--- config.mk ---
export PLATFORM = sky130hd
export DESIGN_NAME = ultrasonic_door_guidance_sequencer
export DESIGN_NICKNAME = d
export VERILOG_FILES = /design/src/rtl/udgs_pkg.sv /design/src/rtl/ultrasonic_door_guidance_sequencer.sv /design/src/rtl/udgs_guidance.sv
export VERILOG_INCLUDE_DIRS = /design/src /design/src/rtl
export SDC_FILE = /design/constraint.sdc
export NUM_CORES = 1
export LEC_CHECK = 0
export BUFFER_PORTS_ARGS = -buffer_cell sky130_fd_sc_hd__buf_2
export CAP_MARGIN = 20
export CORE_MARGIN = 2
export CORE_UTILIZATION = 30
export CTS_BUF_LIST = sky130_fd_sc_hd__clkbuf_4 sky130_fd_sc_hd__clkbuf_8
export DETAILED_ROUTE_END_ITERATION = 12
export SETUP_SLACK_MARGIN = 0.2
export SYNTH_ARGS = -nofsm -noshare
export SYNTH_HDL_FRONTEND = slang
export SYNTH_SLANG_ARGS = --single-unit
--- constraint.sdc ---
create_clock -name clk -period 11.7 [get_ports clk]
set_clock_uncertainty 0.1 [all_clocks]
set_input_delay 0.585 -clock clk [delete_from_list [all_inputs] [get_ports clk]]
set_output_delay 0.585 -clock clk [all_outputs]
set_load 0.05 [all_outputs]
--- src/rtl/ultrasonic_door_guidance_sequencer_defines.svh ---
// ----------------------------------------------------------------------------
// Ultrasonic door guidance sequencer: assertion macros
// Concurrent assertion wrappers shared by the RTL; define NO_ASSERTIONS to
// compile them out.
// ----------------------------------------------------------------------------
`ifndef ULTRASONIC_DOOR_GUIDANCE_SEQUENCER_DEFINES_SVH
`define ULTRASONIC_DOOR_GUIDANCE_SEQUENCER_DEFINES_SVH

`ifndef NO_ASSERTIONS

// Check a property on every rising edge outside reset.
`define UDGS_ASSERT(label, prop) \
  label: assert property (@(posedge clk) disable iff (rst) (prop)) \
    else $error("udgs assertion failed");

// Check a property on every rising edge, reset included.
`define UDGS_ASSERT_ALWAYS(label, prop) \
  label: assert property (@(posedge clk) (prop)) \
    else $error("udgs assertion failed");

`else

`define UDGS_ASSERT(label, prop)
`define UDGS_ASSERT_ALWAYS(label, prop)

`endif

`endif

--- src/rtl/udgs_pkg.sv ---
// ----------------------------------------------------------------------------
// Ultrasonic door guidance sequencer package
// Payload structs, register map, reset values and shared codes.
// ----------------------------------------------------------------------------
`timescale 1ns / 1ps
`default_nettype none

package udgs_pkg;

  localparam int REG_WIDTH       = 20;
  localparam int IDX_WIDTH       = 3;
  localparam int COUNT_WIDTH_DEF = 20;

  // Register map
  localparam logic [IDX_WIDTH-1:0] REG_TRIG_LOW     = 3'd0;
  localparam logic [IDX_WIDTH-1:0] REG_TRIG_HIGH    = 3'd1;
  localparam logic [IDX_WIDTH-1:0] REG_ECHO_TIMEOUT = 3'd2;
  localparam logic [IDX_WIDTH-1:0] REG_MAX_PULSE    = 3'd3;
  localparam logic [IDX_WIDTH-1:0] REG_BUS_NEAR     = 3'd4;
  localparam logic [IDX_WIDTH-1:0] REG_DOOR_FULL    = 3'd5;
  localparam logic [IDX_WIDTH-1:0] REG_DOOR_MEDIUM  = 3'd6;
  localparam logic [IDX_WIDTH-1:0] REG_ROUND_PAUSE  = 3'd7;

  // Reset values
  localparam logic [REG_WIDTH-1:0] TRIG_LOW_RESET     = 20'd1000;
  localparam logic [REG_WIDTH-1:0] TRIG_HIGH_RESET    = 20'd2000;
  localparam logic [REG_WIDTH-1:0] ECHO_TIMEOUT_RESET = 20'd200000;
  localparam logic [REG_WIDTH-1:0] MAX_PULSE_RESET    = 20'd200000;
  localparam logic [REG_WIDTH-1:0] BUS_NEAR_RESET     = 20'd800;
  localparam logic [REG_WIDTH-1:0] DOOR_FULL_RESET    = 20'd2000;
  localparam logic [REG_WIDTH-1:0] DOOR_MEDIUM_RESET  = 20'd6000;
  localparam logic [REG_WIDTH-1:0] ROUND_PAUSE_RESET  = 20'd100000;

  // Sensor codes
  localparam logic [1:0] SEN_BUS    = 2'd0;
  localparam logic [1:0] SEN_A      = 2'd1;
  localparam logic [1:0] SEN_B      = 2'd2;
  localparam logic [1:0] SEN_UNUSED = 2'd3;

  typedef enum logic [1:0] {
    LVL_FREE   = 2'd0,
    LVL_MEDIUM = 2'd1,
    LVL_FULL   = 2'd2
  } door_level_t;

  // Bit 0 is buzzer_a, bit 5 is led_b_green.
  typedef struct packed {
    logic led_b_green;
    logic led_b_red;
    logic led_a_green;
    logic led_a_red;
    logic buzzer_b;
    logic buzzer_a;
  } indicators_t;

  typedef struct packed {
    logic bus_echo;
    logic echo_door_a;
    logic echo_door_b;
  } item_t;

  typedef struct packed {
    logic bus_trig;
    logic trig_door_a;
    logic trig_door_b;
    logic buzzer_a;
    logic buzzer_b;
    logic led_a_red;
    logic led_a_green;
    logic led_b_red;
    logic led_b_green;
    logic round_done;
  } result_t;

endpackage

`default_nettype wire

--- src/rtl/ultrasonic_door_guidance_sequencer.sv ---
// ----------------------------------------------------------------------------
// Ultrasonic door guidance sequencer
// Tick-level echo ranging of a bus sensor and two door sensors, with
// buzzer and LED guidance toward the freer door.
// ----------------------------------------------------------------------------
// Each request is one timebase tick carrying the sampled echo pins. The block
// takes one request per clock cycle and presents its result in the next cycle
// from an output register; a new request is accepted in the same cycle that
// the previous result is taken, so the sustained rate is one tick per cycle,
// set by the single state update between the request and the result
// register. item_stall is high during reset and otherwise only while a result
// waits and result_stall is high. A round holds the active trigger low, pulses
// it, waits for the echo (timeout gives width 0), counts the echo width up to
// max_pulse_ticks, and repeats this for doors A and B only if the bus echo is
// near. Indicators hold until the next round ends; round_done marks that tick.
// Zero durations act as one, and durations beyond the COUNT_WIDTH range are
// clamped. Registers are written through cfg_we / cfg_index / cfg_data; the user
// must write them only while idle, as the block itself does not enforce it.
`timescale 1ns / 1ps
`default_nettype none

`include "ultrasonic_door_guidance_sequencer_defines.svh"

module ultrasonic_door_guidance_sequencer
  import udgs_pkg::*;
#(
  parameter int COUNT_WIDTH = COUNT_WIDTH_DEF
) (
  input  logic                 clk,
  input  logic                 rst,
  input  logic                 cfg_we,
  input  logic [IDX_WIDTH-1:0] cfg_index,
  input  logic [REG_WIDTH-1:0] cfg_data,
  input  logic                 item_valid,
  output logic                 item_stall,
  input  item_t                item,
  output logic                 result_valid,
  input  logic                 result_stall,
  output result_t              result
);

  localparam int CW = COUNT_WIDTH;
  // Compare width covering both the counters and the registers
  localparam int LW = (CW > REG_WIDTH) ? CW : REG_WIDTH;
  localparam logic [LW-1:0] CountMax = LW'((64'd1 << CW) - 64'd1);

  typedef enum logic [2:0] {
    PH_TRIG_LOW   = 3'd0,
    PH_TRIG_HIGH  = 3'd1,
    PH_ECHO_WAIT  = 3'd2,
    PH_ECHO_COUNT = 3'd3,
    PH_PAUSE      = 3'd4
  } phase_t;

  // Clamp a duration register: zero acts as one, cap at the counter range.
  function automatic logic [LW-1:0] eff_limit(input logic [REG_WIDTH-1:0] v);
    logic [LW-1:0] x;
    x = LW'(v);
    if (v == '0) return LW'(1);
    if (x > CountMax) return CountMax;
    return x;
  endfunction

  function automatic logic [CW-1:0] inc_sat(input logic [CW-1:0] v);
    return (v == '1) ? v : v + CW'(1);
  endfunction

  function automatic door_level_t door_level(input logic [CW-1:0]        w,
                                             input logic [REG_WIDTH-1:0] full_thr,
                                             input logic [REG_WIDTH-1:0] med_thr);
    if (w == '0) return LVL_FREE;
    if (LW'(w) < LW'(full_thr)) return LVL_FULL;
    if (LW'(w) < LW'(med_thr)) return LVL_MEDIUM;
    return LVL_FREE;
  endfunction

  // Configuration registers
  logic [REG_WIDTH-1:0] trig_low_ticks;
  logic [REG_WIDTH-1:0] trig_high_ticks;
  logic [REG_WIDTH-1:0] echo_timeout_ticks;
  logic [REG_WIDTH-1:0] max_pulse_ticks;
  logic [REG_WIDTH-1:0] bus_near_threshold;
  logic [REG_WIDTH-1:0] door_full_threshold;
  logic [REG_WIDTH-1:0] door_medium_threshold;
  logic [REG_WIDTH-1:0] round_pause_ticks;

  // Sequencer state
  phase_t      phase;
  logic [1:0]  sensor;
  logic [CW-1:0] phase_cnt;
  logic [CW-1:0] echo_width;
  door_level_t door_a_level;
  indicators_t indicators;

  // First pass: the phase step without the end-of-measurement handling
  phase_t        phase_step;
  logic [1:0]    sensor_eff;
  logic [1:0]    sensor_step;
  logic [CW-1:0] cnt_step;
  logic [CW-1:0] width_step;
  logic [CW-1:0] cnt_inc;
  logic [CW-1:0] width_inc;
  logic          echo;
  logic          trig;
  logic          finish;
  logic [CW-1:0] fin_width;

  // Second pass: final next values
  phase_t        phase_next;
  logic [1:0]    sensor_next;
  logic [CW-1:0] cnt_next;
  door_level_t   door_a_level_next;
  indicators_t   indicators_next;
  logic          done;
  result_t       result_next;

  door_level_t   fin_level;
  indicators_t   guide_ind;
  logic          accept;

  // Hold off requests during reset and while a waiting result is stalled.
  assign accept     = item_valid && !item_stall;
  assign item_stall = rst || (result_valid && result_stall);

  assign cnt_inc   = inc_sat(phase_cnt);
  assign width_inc = inc_sat(echo_width);

  always_comb begin
    // The unused sensor code behaves as the bus sensor.
    sensor_eff = (sensor == SEN_UNUSED) ? SEN_BUS : sensor;
    case (sensor_eff)
      SEN_A:   echo = item.echo_door_a;
      SEN_B:   echo = item.echo_door_b;
      default: echo = item.bus_echo;
    endcase

    phase_step  = phase;
    sensor_step = sensor_eff;
    cnt_step    = phase_cnt;
    width_step  = echo_width;
    trig        = 1'b0;
    finish      = 1'b0;
    fin_width   = echo_width;

    unique case (phase)
      PH_TRIG_LOW: begin
        cnt_step = cnt_inc;
        if (LW'(cnt_inc) >= eff_limit(trig_low_ticks)) begin
          cnt_step   = '0;
          phase_step = PH_TRIG_HIGH;
        end
      end
      PH_TRIG_HIGH: begin
        trig     = 1'b1;
        cnt_step = cnt_inc;
        if (LW'(cnt_inc) >= eff_limit(trig_high_ticks)) begin
          cnt_step   = '0;
          phase_step = PH_ECHO_WAIT;
        end
      end
      PH_ECHO_WAIT: begin
        if (echo) begin
          // The rising tick counts as one.
          width_step = CW'(1);
          cnt_step   = '0;
          fin_width  = CW'(1);
          if (LW'(1) >= eff_limit(max_pulse_ticks)) begin
            finish = 1'b1;
          end else begin
            phase_step = PH_ECHO_COUNT;
          end
        end else begin
          cnt_step = cnt_inc;
          if (LW'(cnt_inc) >= eff_limit(echo_timeout_ticks)) begin
            // No echo: report zero width.
            width_step = '0;
            fin_width  = '0;
            finish     = 1'b1;
          end
        end
      end
      PH_ECHO_COUNT: begin
        if (!echo) begin
          finish = 1'b1;
        end else begin
          width_step = width_inc;
          fin_width  = width_inc;
          if (LW'(width_inc) >= eff_limit(max_pulse_ticks)) begin
            finish = 1'b1;
          end
        end
      end
      PH_PAUSE: begin
        cnt_step = cnt_inc;
        if (LW'(cnt_inc) >= eff_limit(round_pause_ticks)) begin
          cnt_step    = '0;
          sensor_step = SEN_BUS;
          phase_step  = PH_TRIG_LOW;
        end
      end
      default: begin
        // Restart at trigger low from an unused phase code.
        cnt_step   = '0;
        phase_step = PH_TRIG_LOW;
      end
    endcase
  end

  assign fin_level = door_level(fin_width, door_full_threshold, door_medium_threshold);

  udgs_guidance u_guidance (
    .level_a    (door_a_level),
    .level_b    (fin_level),
    .indicators (guide_ind)
  );

  always_comb begin
    phase_next        = phase_step;
    sensor_next       = sensor_step;
    cnt_next          = cnt_step;
    door_a_level_next = door_a_level;
    indicators_next   = indicators;
    done              = 1'b0;

    if (finish) begin
      cnt_next = '0;
      case (sensor_eff)
        SEN_A: begin
          // Hold door A's level and move on to door B.
          door_a_level_next = fin_level;
          sensor_next       = SEN_B;
          phase_next        = PH_TRIG_LOW;
        end
        SEN_B: begin
          indicators_next = guide_ind;
          sensor_next     = SEN_BUS;
          phase_next      = PH_PAUSE;
          done            = 1'b1;
        end
        default: begin
          if (fin_width != '0 && LW'(fin_width) < LW'(bus_near_threshold)) begin
            // Bus near: range the doors.
            sensor_next = SEN_A;
            phase_next  = PH_TRIG_LOW;
          end else begin
            // No bus: clear all indicators.
            indicators_next = '0;
            sensor_next     = SEN_BUS;
            phase_next      = PH_PAUSE;
            done            = 1'b1;
          end
        end
      endcase
    end

    result_next.bus_trig    = trig && (sensor_eff == SEN_BUS);
    result_next.trig_door_a = trig && (sensor_eff == SEN_A);
    result_next.trig_door_b = trig && (sensor_eff == SEN_B);
    result_next.buzzer_a    = indicators_next.buzzer_a;
    result_next.buzzer_b    = indicators_next.buzzer_b;
    result_next.led_a_red   = indicators_next.led_a_red;
    result_next.led_a_green = indicators_next.led_a_green;
    result_next.led_b_red   = indicators_next.led_b_red;
    result_next.led_b_green = indicators_next.led_b_green;
    result_next.round_done  = done;
  end

  always_ff @(posedge clk) begin
    if (rst) begin
      trig_low_ticks        <= TRIG_LOW_RESET;
      trig_high_ticks       <= TRIG_HIGH_RESET;
      echo_timeout_ticks    <= ECHO_TIMEOUT_RESET;
      max_pulse_ticks       <= MAX_PULSE_RESET;
      bus_near_threshold    <= BUS_NEAR_RESET;
      door_full_threshold   <= DOOR_FULL_RESET;
      door_medium_threshold <= DOOR_MEDIUM_RESET;
      round_pause_ticks     <= ROUND_PAUSE_RESET;
      phase                 <= PH_TRIG_LOW;
      sensor                <= SEN_BUS;
      phase_cnt             <= '0;
      echo_width            <= '0;
      door_a_level          <= LVL_FREE;
      indicators            <= '0;
      result_valid          <= 1'b0;
    end else begin
      if (cfg_we) begin
        unique case (cfg_index)
          REG_TRIG_LOW:     trig_low_ticks        <= cfg_data;
          REG_TRIG_HIGH:    trig_high_ticks       <= cfg_data;
          REG_ECHO_TIMEOUT: echo_timeout_ticks    <= cfg_data;
          REG_MAX_PULSE:    max_pulse_ticks       <= cfg_data;
          REG_BUS_NEAR:     bus_near_threshold    <= cfg_data;
          REG_DOOR_FULL:    door_full_threshold   <= cfg_data;
          REG_DOOR_MEDIUM:  door_medium_threshold <= cfg_data;
          REG_ROUND_PAUSE:  round_pause_ticks     <= cfg_data;
          default: ;
        endcase
      end

      // Advance the sequencer once per accepted tick.
      if (accept) begin
        phase        <= phase_next;
        sensor       <= sensor_next;
        phase_cnt    <= cnt_next;
        echo_width   <= width_step;
        door_a_level <= door_a_level_next;
        indicators   <= indicators_next;
        result_valid <= 1'b1;
      end else if (!result_stall) begin
        result_valid <= 1'b0;
      end
    end

    // Load the result register on accept; hold it otherwise.
    if (accept) begin
      result <= result_next;
    end
  end

  `UDGS_ASSERT(a_accept_gives_result, accept |=> result_valid)
  `UDGS_ASSERT(a_one_trigger,
    result_valid |-> $onehot0({result.bus_trig, result.trig_door_a, result.trig_door_b}))
  `UDGS_ASSERT(a_done_not_in_trigger,
    (result_valid && result.round_done) |->
      !(result.bus_trig || result.trig_door_a || result.trig_door_b))
  `UDGS_ASSERT(a_pause_on_bus, (phase == PH_PAUSE) |-> (sensor == SEN_BUS))
  `UDGS_ASSERT(a_sensor_code_used, sensor != SEN_UNUSED)

endmodule

`default_nettype wire

--- src/rtl/udgs_guidance.sv ---
// ----------------------------------------------------------------------------
// Door guidance rule
// Maps the occupancy levels of doors A and B onto buzzers and LEDs.
// ----------------------------------------------------------------------------
`timescale 1ns / 1ps
`default_nettype none

module udgs_guidance
  import udgs_pkg::*;
(
  input  door_level_t level_a,
  input  door_level_t level_b,
  output indicators_t indicators
);

  always_comb begin
    indicators = '0;
    if (level_a == LVL_FREE && level_b == LVL_FREE) begin
      indicators.buzzer_a = 1'b1;
      indicators.buzzer_b = 1'b1;
    end else if (level_a < level_b) begin
      // Steer toward A
      indicators.buzzer_a    = (level_a == LVL_FREE);
      indicators.led_b_green = 1'b1;
      indicators.led_a_red   = 1'b1;
      indicators.led_a_green = (level_b == LVL_MEDIUM);
    end else if (level_b < level_a) begin
      // Steer toward B
      indicators.buzzer_b    = (level_b == LVL_FREE);
      indicators.led_a_green = 1'b1;
      indicators.led_b_red   = 1'b1;
      indicators.led_b_green = (level_a == LVL_MEDIUM);
    end else if (level_a == LVL_MEDIUM) begin
      indicators.led_a_red   = 1'b1;
      indicators.led_a_green = 1'b1;
      indicators.led_b_red   = 1'b1;
      indicators.led_b_green = 1'b1;
    end
  end

endmodule

`default_nettype wire
==> results of run 1 <==
[final timing paths]
path,endpoint,slack [ns],startpoint,cells past startpoint
setup / recovery,result[3]$_DFFE_PP_,3.35,phase_cnt[0]$_SDFFE_PP0P_,31
setup reg to reg,result[3]$_DFFE_PP_,3.35,phase_cnt[0]$_SDFFE_PP0P_,31
hold reg to reg,door_medium_threshold[15]$_SDFFE_PP0P_,0.36,door_medium_threshold[15]$_SDFFE_PP0P_,2
hold / removal,result_valid$_SDFFE_PP0P_,0.12,item_valid,3
[power by group through the flow]
stage          Combinational (mW)  Sequential, mW  Clock, mW
2_1_floorplan              0.0945           0.813          0
3_3_place_gp                0.152           0.811          0
3_5_place_dp                0.154           0.812          0
4_1_cts                     0.155           0.795      0.832
5_1_grt                     0.170           0.797      0.868
6_report                    0.155           0.795      0.816
[stage by stage]
step | area [um2] | setup WS, ns | power, mW | cells | util, %
CTS | 15700 | 3.49 | 1.78 | 2478 | 33.8
detailed placement | 14800 | 3.51 | 0.966 | 2402 | 31.9
floorplan | 14100 | 4.79 | 0.908 | 1835 | -
finish | 15700 | 3.35 | 1.77 | 2479 | 33.8
global route | 15700 | 2.78 | 1.83 | 2479 | 33.8
global placement | 14800 | 3.83 | 0.963 | 2401 | 31.8
[routing by layer]
layer / routed length [um] / vias to the layer above
met5: 0 / -
met4: 1410 / 0
met1: 22600 / 6134
met2: 20600 / 406
met3: 3000 / 81
li1: - / 6413
[synthesized netlist by cell type, types with 6 or more instances]
master / count
a211oi_1: 9
a21o_1: 41
a21oi_1: 181
a22o_1: 9
a22oi_1: 7
a31oi_1: 13
and2_1: 10
and3_1: 10
and4_1: 8
buf_2: 11
clkbuf_1: 68
clkbuf_2: 17
dfxtp_1: 214
edfxtp_1: 10
ha_1: 163
inv_1: 189
nand2_1: 365
nand2b_1: 19
nand3_1: 53
nand4_1: 36
nor2_1: 69
nor2b_1: 15
nor3_1: 18
nor4_1: 28
o2111ai_1: 7
o211ai_1: 52
o21a_1: 15
o21ai_0: 56
o22ai_1: 15
o31ai_1: 6
o41ai_1: 6
xnor2_1: 15
xor2_1: 7
[layout make-up]
class / instances / area, um2
sequential: 224 / 4580
clock inverter: 16 / 119
clock buffer: 60 / 757
timing repair buffer: 63 / 375
tap: 607 / 759
fill: 4951 / 30800
inverter: 189 / 709
multi-input combinational: 1320 / 8380
[cell families after synthesis]
| group | count (synthesis) |
|---|---|
| simple gates | 660 |
| compound gates | 466 |
| xor+xnor | 22 |
| fa+ha+maj | 163 |
| flops | 224 |
| buf+inv | 291 |
| mux | 9 |
[worst max-delay path: cells and delay by family, from the launching register on]
family | cells | cell delay (ns)
AO/OA/AOI/OAI | 13 | 3.08
AND/OR/NAND/NOR | 11 | 2.46
adder cells (fa/ha/maj) | 4 | 1.22
XOR/XNOR | 1 | 0.42
flip-flops | 1 | 0.41
buffers and inverters | 2 | 0.38
==> metrics.md, run 1 <==
| Metric | Value |
|---|---|
| Post-Syn Instances | 1,835 |
| Largest cells by area after synthesis | dfxtp_1, ha_1, nand2_1, a21oi_1, inv_1 |
| Max-Slew Margin vs Limit | a little under a third |
| Row cnt | 79 |
| Comb pwr share | between 8 and 9% |
| Pint | about 1.3 mW |
| Ys flop type | dfxtp_1 |
| Sequential Power Share | ~45% |
| Status | finished clean |
| Die W | ~220 um |
| Worst-path fanout max | 15 |
| Synth Area in Adders | between 10% and 20% |
| H-Tree Depth | 2 |
| Layout cell share with drive strength beyond 1 | a little under a tenth |
| Height of the die | around 220 um |
| Final hold slack | approximately 0.12 ns |
| Pwr per Cell Area | about 110 nW/um2 |
| M1 GR Usage | 27.9% |
| RD Place Congestion | slightly below 1 |
| CTS tree | built |
| Post-synthesis simple-gate area fraction | a little over a fifth |
| Number of synthesized flops with an enable pin | 10 |
| Max Slew Vio Count | 0 |
| Post-synth ARST share | 0% |
| GR Util met2 | a little under a third |
| Commonest non-fill, non-tap cell in the layout | nand2_1 |
| Port bufs | 42 |
| Post-Synth XOR/XNOR Area | about 1.4% |
| Mean area per synthesized cell | slightly below 8 um2 |
| Setup violators final | 0 |
| Post-synth top area share | between 30% and 40% |
| VDD IR max | 0.0000638 V |
| Drt total wl | about 48 mm |
| Most frequent cells in the layout | nand2_1, dfxtp_1, inv_1 |
| Nets | 2,035 |
| Number of max-cap violations | 0 |
| Busiest layer in global routing | met2 |
| Clock tree buffer depth | 3 |
| Hold crit path type | input pin to register |
| # diodes | 0 |
| Final min period | 8.35 ns |
| Req. time, crit path | ~12 ns |
| Fin crit share | between 70% and 80% |
| CP startpoint kind | register |
| Main combinational cell family by area after synthesis | simple AND/OR/NAND/NOR gates |
| Number of synthesis warnings | 0 |
| Count of cell types in the netlist | 80 |
| I/O Pins | 43 |
| Worst setup EP type | register |
| Vias in the first global route | between 10,000 and 15,000 |
| Antenna violations before repair | 2 |
| P_leak | 6.58 nW |
| Wire per inst | 19.2 um |
| Total core area | roughly 46,000 um2 |
| Hold_buf cts | 0 |
| CP dominant cell by count | ha_1 |
| Cts repair resizes | 0 |
| Synth Area in Compound Gates | between 20% and 30% |
| Die area | roughly 49,000 um2 |
| Slowest Stage Delay on Critical Path | 0.53 ns |
| Sequential share of the synthesized area | around a third |
| Largest net degree at the start of global routing | 90 |
| Unrepaired setup endpoints after global routing | no |
| Mean number of vias per cell | 5.26 |
| Post-CTS Setup Inserts | 0 |
| Placed wire-length estimate | about 35 mm |
| Post-Syn Nets | ~2,000 |
| Clock share of power | between 40% and 50% |
| Post-route ant nets | 0 |
| CTS clk-pin slew, worst paths | 0.06 ns |
| Synthesized cell area | 14,100 um2 |
| Remaining global-route overflow | 0 |
| Setup CP Type | register to register |
| Sw frac | about 28% |
| First-pass GRT wire length | 74.0 mm |
| Starting DRC count in detailed routing | 1,067 |
| Clock latency on the worst-skew pair | between 0.6 and 0.7 ns |
| Area grow syn2layout | 11.3% |
| Drc violations | 0 |
| Vias after detailed routing | 13,034 |
| DR pass1 iterations | 6 |
| Cell taking the most area after synthesis | dfxtp_1 |
| Fmax | 120 MHz |
| Switching power | around 0.49 mW |
| Mux share of post-synthesis cell area | less than 1% |
| Root Buffer | clkbuf_8 |
| Overall routing resource usage | about a fifth |
| Fin Setup TNS | 0 ns |
| CTS sink cnt | 224 |
| Met3 usage | ~2.9% |
| CTS buffer count | 43 |
| Worst Path Arrival | 8.59 ns |
| Final Hold Fails | 0 |
| Crit-path slowest cell | a22oi_1 |
| Starting density of the core | a little under a third |
| Seq cells post-synth | between 200 and 250 |
| Worst-Margin Slew | around 1.0 ns |
(Power assumes the default switching activity.)
==> run 2, diff against run 1 <==
- ABC_AREA: default -> 1
- clock period: 11.7 -> 6.83 ns (I/O delays scaled with it)
==> run 2 against run 1 <==
Setup slack got worse by 2.8 ns. Clock power grew 63%. Synthesized cell count up 4.6%. Register-to-register slack got worse by 2.8 ns. Fmax rose by 32%. Non-clock buffer count grew 31. Combinational power rose to 3.9 times the previous value. Global-route usage shrank 1.5 points. Critical path depth increased by 7.
==> metrics.md, run 2 <==
| Metric | Value |
|---|---|
| Status | finished clean |
| Mean number of vias per cell | ~5.1 |
| Crit-path slowest cell | or4_1 |
| Synthesized cell area | between 10,000 and 15,000 um2 |
| Final Hold Fails | 0 |
| Post-Syn Nets | 2,113 |
| Row cnt | slightly below 80 |
| H-Tree Depth | 2 |
| Total core area | roughly 45,000 um2 |
| Slowest Stage Delay on Critical Path | roughly 0.58 ns |
| Starting DRC count in detailed routing | around 1,100 |
| Die area | ~48,000 um2 |
| Number of max-cap violations | 0 |
| Routed length on met1 | 20.1 mm |
| Reg-to-reg setup timing slack | between 0.5 and 0.6 ns |
| Vias in the first global route | ~12,000 |
| Overall routing resource usage | between 10% and 20% |
| Most frequent cells in the layout | nand2_1, inv_1, a21oi_1 |
| DR top layer | met4 |
| Critical path startpoint | phase_cnt[4]$_SDFFE_PP0P_ |
| Number of synthesis warnings | 0 |
| Vias after detailed routing | 13,226 |
| Max-Slew Margin vs Limit | between 30 and 40% |
| Worst setup EP type | register |
| Placed wire-length estimate | approximately 33 mm |
| Hold crit path type | input pin to register |
| Remaining global-route overflow | 0 |
| I/O Pins | 43 |
| CTS sink cnt | around 220 |
| Clock tree buffer depth | 3 |
| P_leak | 7.24 nW |
| Fmax | ~160 MHz |
| Drc violations | 0 |
| Final hold slack | roughly 0.041 ns |
| Critical R2R Capture | indicators[3]$_SDFFE_PP0P_ |
| Setup CP Type | register to register |
| RD Place Congestion | 0.910 |
| Height of the die | between 200 and 250 um |
| # diodes | 0 |
| Unrepaired setup endpoints after global routing | yes |
| Port bufs | 42 |
| Layout cell share with drive strength beyond 1 | a little under an eighth |
| CP endpoint | indicators[3]$_SDFFE_PP0P_ |
| Clock latency on the worst-skew pair | slightly above 0.6 ns |
| Count of cell types in the netlist | 54 |
| Root Buffer | clkbuf_8 |
| CTS clk-pin slew, worst paths | 0.06 ns |
| Req. time, crit path | slightly above 7 ns |
| CP startpoint kind | register |
| Drt total wl | 44.6 mm |
| Seq cells post-synth | about 220 |
| Mean area per synthesized cell | a little over 7 um2 |
| Fin crit share | between 90% and 100% |
| Worst Path Arrival | a little under 7 ns |
| Post-route ant nets | 0 |
| Commonest non-fill, non-tap cell in the layout | nand2_1 |
| Sequential share of the synthesized area | 33.0% |
| Post-synth top area share | ~31% |
| Max Slew Vio Count | 0 |
| CTS tree | built |
| Starting density of the core | just over 30% |
| Largest net degree at the start of global routing | between 90 and 100 |
| Worst-path fanout max | 11 |
| Fin Setup TNS | 0 ns |
| Wire per inst | 17.1 um |
| CTS buffer count | 43 |
| Largest cells by area after synthesis | dfxtp_1, ha_1, nand2_1, a21oi_1, inv_1 |
| Post-Syn Instances | 1,919 |
| Met3 wire len | ~2.8 mm |
| Worst-Margin Slew | 0.962 ns |
| Antenna violations before repair | 1 |
| Area grow syn2layout | 15.0% |
| Die W | 219 um |
| Most common cell in the netlist | nand2_1 |
| Number of synthesized flops with an enable pin | 10 |
| VDD IR max | between 0.0001 and 0.00015 V |
| Post-synth ARST share | 0% |
| Commonest cells in the netlist | nand2_1, inv_1, a21oi_1, dfxtp_1, o21ai_0 |
| First-pass GRT wire length | between 60 and 70 mm |
| DR pass1 iterations | 5 |
| Cell taking the most area after synthesis | dfxtp_1 |
| Setup violators final | 0 |
| Final min period | 6.32 ns |
| Pwr per Cell Area | 210 nW/um2 |
| Reg2Reg Depth | 38 |
| Ys flop type | dfxtp_1 |
| Met2 WL | ~20 mm |
| Nets | 2,177 |
| Worst flop-to-flop path startpoint | phase_cnt[4]$_SDFFE_PP0P_ |
| CP dominant cell by count | nand2_1 |
run 2: how the worst min path moves through the flow:
stage / from / cells after the start / endpoint
floorplan: trig_high_ticks[0]$_SDFFE_PP0P_ / 2 / trig_high_ticks[0]$_SDFFE_PP0P_
global placement: door_medium_threshold[18]$_SDFFE_PP0P_ / 2 / door_medium_threshold[18]$_SDFFE_PP0P_
detailed placement: echo_timeout_ticks[0]$_SDFFE_PP0P_ / 2 / echo_timeout_ticks[0]$_SDFFE_PP0P_
CTS: cfg_data[8] / 3 / trig_high_ticks[8]$_SDFFE_PP1P_
global route: cfg_data[8] / 3 / echo_timeout_ticks[8]$_SDFFE_PP1P_
finish: cfg_data[4] / 3 / door_full_threshold[4]$_SDFFE_PP1P_
run 2: logic make-up (layout without fill, tap and decap cells):
| family | Yosys count | count (layout) | share of synthesized area (%) |
|---|---|---|---|
| fa+ha+maj | 163 | 163 | 14.7 |
| compound gates | 513 | 513 | 20.2 |
| flops | 224 | 224 | 33.0 |
| buf+inv | 379 | 467 | 10.5 |
| xor+xnor | 27 | 27 | 1.70 |
| mux | 1 | 1 | 0.0722 |
| simple gates | 612 | 612 | 19.8 |
run 2: report_power, final:
part	internal [mW]	switching [mW]
clock network	0.728	0.606
logic	0.201	0.409
registers	1.37	0.0312
total	2.30	1.05
run 2: area by class of cell:
cell class	count	area [um2]
multi-input combinational	1316	8020
clock buffer	61	777
inverter	304	1140
clock inverter	8	51.3
timing repair buffer	94	627
sequential	224	4590
fill	4862	29500
tap	600	751
run 2: timing repair:
item,in CTS,in global routing
setup endpoints to repair,9,10
hold endpoints to repair,3,0
gates resized for setup,3,45
cloned,0,0
setup buffers,0,6
pin swaps,0,8
hold buffers,4,0
run 2: critical path, delay by kind of cell (launching register included):
family / cells / cell delay [ns]
AO/OA/AOI/OAI: 5 / 0.79
adder cells (fa/ha/maj): 3 / 0.85
flip-flops: 1 / 0.37
XOR/XNOR: 1 / 0.17
buffers and inverters: 7 / 0.64
AND/OR/NAND/NOR: 22 / 3.30
run 2: stage by stage:
step | area (um2) | util [%] | total power [mW] | instances | worst slack, ns
finish | 16000 | 35.1 | 3.34 | 2607 | 0.512
global route | 16000 | 35.1 | 3.52 | 2607 | 0.0777
CTS | 15700 | 34.6 | 3.34 | 2600 | 0.209
detailed placement | 14800 | 32.6 | 1.99 | 2527 | 0.165
global placement | 14800 | 32.6 | 1.98 | 2527 | 0.277
floorplan | 13900 | - | 1.80 | 1919 | 0.854
run 2: routing by layer:
metal	GRT usage (%)	vias up
met4	6.51	0
met5	0	-
li1	-	6611
met2	29.9	358
met1	24.0	6167
met3	3.74	90
